## config.mk

```make
export PLATFORM = sky130hd
export DESIGN_NAME = agab_cell
export DESIGN_NICKNAME = d
export VERILOG_FILES = /design/src/hw/rtl/agab_pkg.sv /design/src/hw/rtl/agab_cell.sv
export SDC_FILE = /design/constraint.sdc
export NUM_CORES = 1
export LEC_CHECK = 0
export ABC_AREA = 1
export BUFFER_PORTS_ARGS = -buffer_cell sky130_fd_sc_hd__buf_2
export CORE_MARGIN = 2
export CORE_UTILIZATION = 25
export CTS_BUF_LIST = sky130_fd_sc_hd__clkbuf_4
export DETAILED_ROUTE_END_ITERATION = 7
export PLACE_DENSITY = 0.49
export SLEW_MARGIN = 20
export SYNTH_ARGS = -nofsm -noshare
export SYNTH_HDL_FRONTEND = slang
export SYNTH_SLANG_ARGS = --single-unit
```

## constraint.sdc

```tcl
create_clock -name clk -period 14.8 [get_ports clk]
set_clock_uncertainty 0.1 [all_clocks]
set_input_delay 2.22 -clock clk [delete_from_list [all_inputs] [get_ports clk]]
set_output_delay 2.22 -clock clk [all_outputs]
set_load 0.1 [all_outputs]
```

## src/hw/rtl/agab_pkg.sv

```systemverilog
package agab_pkg;

  localparam int BAND_DEF    = 16;
  localparam int SYMBOLS_DEF = 32;

  localparam logic [1:0] CMD_SCORE  = 2'd0;
  localparam logic [1:0] CMD_ROW    = 2'd1;
  localparam logic [1:0] CMD_CORNER = 2'd2;
  localparam logic [1:0] CMD_COLUMN = 2'd3;

  localparam logic [1:0] REG_GAP_EXTEND = 2'd0;
  localparam logic [1:0] REG_GAP_OPEN   = 2'd1;
  localparam logic [1:0] REG_LOCAL_MODE = 2'd2;

  localparam logic [3:0]  BOTTOM_ROW   = 4'd15;
  localparam logic [31:0] BEST_INIT    = 32'hFFFF_FFFF;
  localparam logic [15:0] EXTEND_RESET = 16'd1;
  localparam logic [15:0] OPEN_RESET   = 16'd10;

  typedef struct packed {
    logic [31:0] t;
    logic [31:0] u;
    logic [31:0] s;
  } nd_t;

  // data handed from one cell to the next
  typedef struct packed {
    nd_t         up;
    logic [31:0] diag;
    logic [31:0] best;
  } link_t;

  function automatic logic [31:0] smax(input logic [31:0] a, input logic [31:0] b);
    smax = ($signed(a) >= $signed(b)) ? a : b;
  endfunction

endpackage

```

## src/hw/rtl/agab_cell.sv

```systemverilog
module agab_cell (
  input  logic                 clk,
  input  logic                 en,
  input  logic                 ld,
  input  agab_pkg::nd_t        ld_node,
  input  logic [4:0]           ld_subj,
  input  logic [31:0]          ext,
  input  logic [31:0]          open,
  input  logic                 local_mode,
  input  logic [31:0]          score,
  input  agab_pkg::link_t      link_in,
  output agab_pkg::link_t      link_out,
  output agab_pkg::nd_t        left,
  output logic [4:0]           subj
);
  import agab_pkg::*;

  nd_t         left_r;
  logic [4:0]  subj_r;
  link_t       link_r;
  nd_t         fresh;
  logic [31:0] s_raw;
  logic [31:0] best_nxt;

  always_comb begin
    fresh.t  = smax(left_r.t - ext, left_r.s - open);
    fresh.u  = smax(link_in.up.u - ext, link_in.up.s - open);
    s_raw    = smax(smax(link_in.diag + score, fresh.t), fresh.u);
    fresh.s  = local_mode ? smax(32'd0, s_raw) : s_raw;
    best_nxt = local_mode ? smax(link_in.best, fresh.s) : link_in.best;
  end

  always_ff @(posedge clk) begin
    if (ld) begin
      left_r <= ld_node;
      subj_r <= ld_subj;
    end else if (en) begin
      left_r <= fresh;
      link_r <= '{up: fresh, diag: left_r.s, best: best_nxt};
    end
  end

  assign link_out = link_r;
  assign left     = left_r;
  assign subj     = subj_r;
endmodule

```

# After elaboration in Yosys (flattened, before gate mapping)
# Index checks and enable logic that the tools add are counted.
totals:
  wordCells: 33
  in_bits: 361
  regBits: 261
  out_inout_bits: 261
op_classes:
  n_bitwise: 1
  reduce_logical: 2
  muxes: 10
  order_cmp: 6
  addsub: 5
ops:
  columns: ["cell", "n"]
  rows:
  - ["$mux 32", 8]
  - ["$mux 96", 2]
  - ["$ge 32x32->1", 5]
  - ["$sub 32x32->32", 4]
  - ["$add 32x32->32", 1]
  - ["$ge 1x32->1 const A", 1]
  - ["$reduce_and 2->1", 1]
  - ["$reduce_bool 2->1", 1]
  - ["$not 1->1", 1]

# Logic depth before layout (Yosys ltp)
logic_depth:
  ltp_word: 13
  mapped_depth: 88
  mapped_depth_nobuf: 82

# Worst setup path after synthesis
# OpenSTA, ideal clock, no wires.
synth_path:
  path_kind: "input to register"
  start: "input ext[0]"
  end: "register link_r (netlist bit link_out[10]) (data pin)"
  n_path_buf: 6
  setup_slack_ns: 3.524
  setup_ns: 0.254
  cell_stages: 77
  arrival_time_ns: 10.923
  t_required_ns: 14.446
  cell_sequence: "ha_1 > fa_1 > o21ai_1 > a21oi_1 > o21bai_1 > nand3_1 > nand2_1 > nand2_1 > nand2_1 > inv_1 > ha_1 > nand2_1 > inv_1 > nand2_1 > nand2_1 > nand2_1 > nand3_1 > a21oi_1 > [... 41 more ...] > buf_6 > nand2_2 > ha_1 > nand2_1 > inv_1 > a221oi_1 > o221ai_1 > nand2_1 > o2111ai_1 > nand2_1 > nand2_1 > nand2_1 > nand2_1 > nor3b_1 > inv_1 > clkbuf_1 > nand2_1 > nand2_1"
synth_via:
  elab_chain_cells: 13
  word_cells_on_any_way: 16
  classes_between: "add/sub (2); order compare (6); mux (8)"
synth_lines:
  columns: ["element", "line", "text"]
  rows:
  - ["from (decl)", "agab_cell.sv:7", "input logic [31:0] ext,"]
  - ["$sub 32x32->32", "agab_cell.sv:26", "fresh.t = smax(left_r.t - ext, left_r.s - open);"]
  - ["$ge 32x32->1", "agab_pkg.sv:34", "smax = ($signed(a) >= $signed(b)) ? a : b;"]
  - ["$mux 32", "agab_pkg.sv:34", null]
  - ["$ge 32x32->1", "agab_pkg.sv:34", null]
  - ["$mux 32", "agab_pkg.sv:34", null]
  - ["$ge 32x32->1", "agab_pkg.sv:34", null]
  - ["$mux 32 (*)", "agab_pkg.sv:34", null]
  - ["$ge 1x32->1", "agab_pkg.sv:34", null]
  - ["$mux 32", "agab_pkg.sv:34", null]
  - ["$mux 32 (*)", "agab_cell.sv:29", "fresh.s = local_mode ? smax(32'd0, s_raw) : s_raw;"]
  - ["$ge 32x32->1", "agab_pkg.sv:34", null]
  - ["$mux 32 (*)", "agab_pkg.sv:34", null]
  - ["$mux 32 (*)", "agab_cell.sv:30", "best_nxt = local_mode ? smax(link_in.best, fresh.s) : link_in.best;"]
  - ["via best_nxt[10]", "agab_cell.sv:23", "logic [31:0] best_nxt;"]
  - ["to (signal assigned)", "agab_cell.sv:39", "link_r <= '{up: fresh, diag: left_r.s, best: best_nxt};"]
  - ["to (decl)", "agab_cell.sv:20", "link_t link_r;"]
# Mark *: on every way through the listed nets, which the timed path passes. The rest lies on a longest branch.
# A chain may end at the register's enable or synchronous reset.

# Worst setup path after layout
layout_path:
  start: "input open[0]"
  end: "register link_r (netlist bit link_out[3]) (data pin)"
layout_via:
  elab_chain_cells: 13
  word_cells_on_any_way: 16
  classes_between: "add/sub (2); order compare (6); mux (8)"
layout_lines:
  columns: ["element", "line", "text"]
  rows:
  - ["from (decl)", "agab_cell.sv:8", "input logic [31:0] open,"]
  - ["$sub 32x32->32", "agab_cell.sv:26", null]
  - ["$ge 32x32->1", "agab_pkg.sv:34", null]
  - ["$mux 32", "agab_pkg.sv:34", null]
  - ["$ge 32x32->1", "agab_pkg.sv:34", null]
  - ["$mux 32", "agab_pkg.sv:34", null]
  - ["$ge 32x32->1", "agab_pkg.sv:34", null]
  - ["$mux 32 (*)", "agab_pkg.sv:34", null]
  - ["$ge 1x32->1", "agab_pkg.sv:34", null]
  - ["$mux 32", "agab_pkg.sv:34", null]
  - ["$mux 32 (*)", "agab_cell.sv:29", null]
  - ["$ge 32x32->1", "agab_pkg.sv:34", null]
  - ["$mux 32 (*)", "agab_pkg.sv:34", null]
  - ["$mux 32 (*)", "agab_cell.sv:30", null]
  - ["via best_nxt[3]", "agab_cell.sv:23", null]
# Marks and branches as above.

==> reports/results.txt <==
Worst slack, placed: 1.35 ns
Period utilization: 86.2%
Hold-fix buffers, CTS: 0
Most common cell in the netlist: nand2_1
Max-cap violations: 0
1st-iter DRT viols: 2,374
Clock slew at reported path FFs: 0.06 ns
Starting Density: 25.2%
Sequential share of the synthesized area: 30.6%
Synth cell count leaders: nand2_1 (1,144), inv_1 (485), ha_1 (315)
Initial antenna violation count: 21
Syn Inst Count: 3,633
Setup TNS: 0 ns
Clk root buf: clkbuf_4
Synth warn: 0
Setup bufs post-CTS: 0
Final ANT Viol Nets: 0
GP Congestion: 0.949
Largest fanout on the critical path: 22
Area Overhead vs Synth: 25.1%
Main flop type after synthesis: edfxtp_1
Wirelength per Cell: 21.4 µm
Largest net degree at the start of global routing: 137
Worst Setup Slack, final: 2.04 ns
Via/cell ratio: 4.77
Final setup viols: 0
Row cnt: 117
Yosys top cell area share: 30.6%
Fillcell total: 11,400
CTS sink count: 261
Synth area leader: edfxtp_1
Core area: 102,000 µm²
Routed wire length: 124 mm
Worst skew pair latency: 0.95 ns
Status: finished, final reports clean
Req. time, crit path: 15.33 ns
Final net count: 5,044
Post-synth EDFFs: 261
RSZ-0062 raised after global routing: no
Die Ht: 324 µm
Post-synthesis cell area: 25,600 µm²
CTS tree: built
Vias: 27,700
Clock tree buffer depth: 3
Share of cells above drive strength 1: 20.1%
HP Class: flop to flop
Fmax: 78.4 MHz
GR Overflow Total: 0
Slew HR: 28.1%
R2r setup slk: 2.94 ns
Vias in the first global route: 26,100
Post-synthesis async set-or-reset flop share: 0%
Period minus WS final: 12.76 ns
Syn avg cell area: 7.05 µm²
Distinct cells, synth: 42
Area contributors post-synth: edfxtp_1 (31%), nand2_1 (17%), ha_1 (15%)
Crit. End Element: flop
Seq cells post-synth: 261
Critical path class: primary input to flop
Worst hold margin: 0.422 ns
CP peak stage delay: 0.47 ns
Slowest-stage cell, CP: fa_1
Fin. Hold Viols: 0
TritonCTS Buffers: 81
Least-Margin Pin Slew: 1.08 ns
Die ar.: 105,000 µm²
Io pins: 622
Synthesized net count: 4,314
Slew Limit Fails: 0
GR Util All Layers: 22.8%
First-pass GRT wire length: 171 mm
TritonRoute pass-1 iters: 6
Chip Width: 324 µm
Utilization after layout: 31.5%
Critical Path Start Type: primary input
DPL Wire Length: 107 mm
Post-cts sizing count: 0
Worst path arrival time: 13.28 ns
Port Buf Inserts: 589
H-tree Lvls: 3
Residual DRC: 0
Most common cell on crit path: nand2_1
-- worst max-delay path: cells and delay by family --
| family | cells | cell delay, ns |
|---|---|---|
| and+or+nand+nor | 52 | 6.03 |
| buffers and inverters | 12 | 2.00 |
| adders and majority gates | 6 | 1.79 |
| AOI/OAI and AO/OA | 7 | 1.24 |
-- metal layers --
| layer | track usage (%) | up-vias | part of all wire (%) |
|---|---|---|---|
| li1 | - | 13600 | - |
| met1 | 29.3 | 12900 | 43 |
| met2 | 38.4 | 1001 | 47 |
| met3 | 3.74 | 148 | 6.5 |
| met4 | 8.19 | 18 | 3.2 |
| met5 | 0 | - | 0.14 |
-- sequential cells by signal, indices dropped and copies added, names as in the netlist --
register	count
link_out	160
left	96
subj	5
-- worst paths after layout --
| path | cells past startpoint | endpoint | from |
|---|---|---|---|
| hold reg to reg | 0 | link_out[44] | left[12] |
| setup reg to reg | 77 | link_out[3] | left[0] |
| setup / recovery | 77 | link_out[3] | open[0] |
| hold / removal | 0 | link_out[44] | left[12] |
-- area by class of cell --
type	count	area, µm²	area share (%)
diodes	10	25.0	0.0781
clock buffers	112	841	2.62
clock inverters	26	213	0.664
inverters	506	1900	5.93
multi-input cells	2799	15500	48.5
flip-flops and latches	261	7840	24.5
well taps	1368	1710	5.34
repair buffers	714	3970	12.4
-- cells in the final DEF, fill, tap and decap left out, types with 6 or more instances in the layout --
master       n
nand2_1   1142
buf_2      588
inv_1      485
ha_1       315
nand3_1    265
nor2_1     263
edfxtp_1   261
a21oi_1    256
o21ai_0    169
buf_4      119
clkbuf_4   112
nand4_1     97
xor2_1      68
xnor2_1     36
nor3_1      32
o21bai_1    21
nand3b_1    20
inv_2       20
nand2_2     19
a21o_1      18
clkinv_1    15
o21a_1      14
nor4_1      13
diode_2     10
o21ai_1      9
o211ai_1     6
buf_12       6
-- logic make-up after synthesis --
group / share of synthesized area [%]
simple gates: 30.5
buf+inv: 8.79
compound gates: 10.7
xor+xnor: 3.56
flops: 30.6
fa+ha+maj: 15.8
-- metrics by stage --
stage | instances | area [µm²]
after detailed placement | 5648 | 31000
final | 5796 | 32000
after CTS | 5786 | 32000
after global placement | 5648 | 31000
after global routing | 5795 | 32000
after floorplan | 3633 | 25600
Power is left out: the tool's default activity adds up to more than one toggle a clock period on the data nets, which glitch-free logic cannot reach.
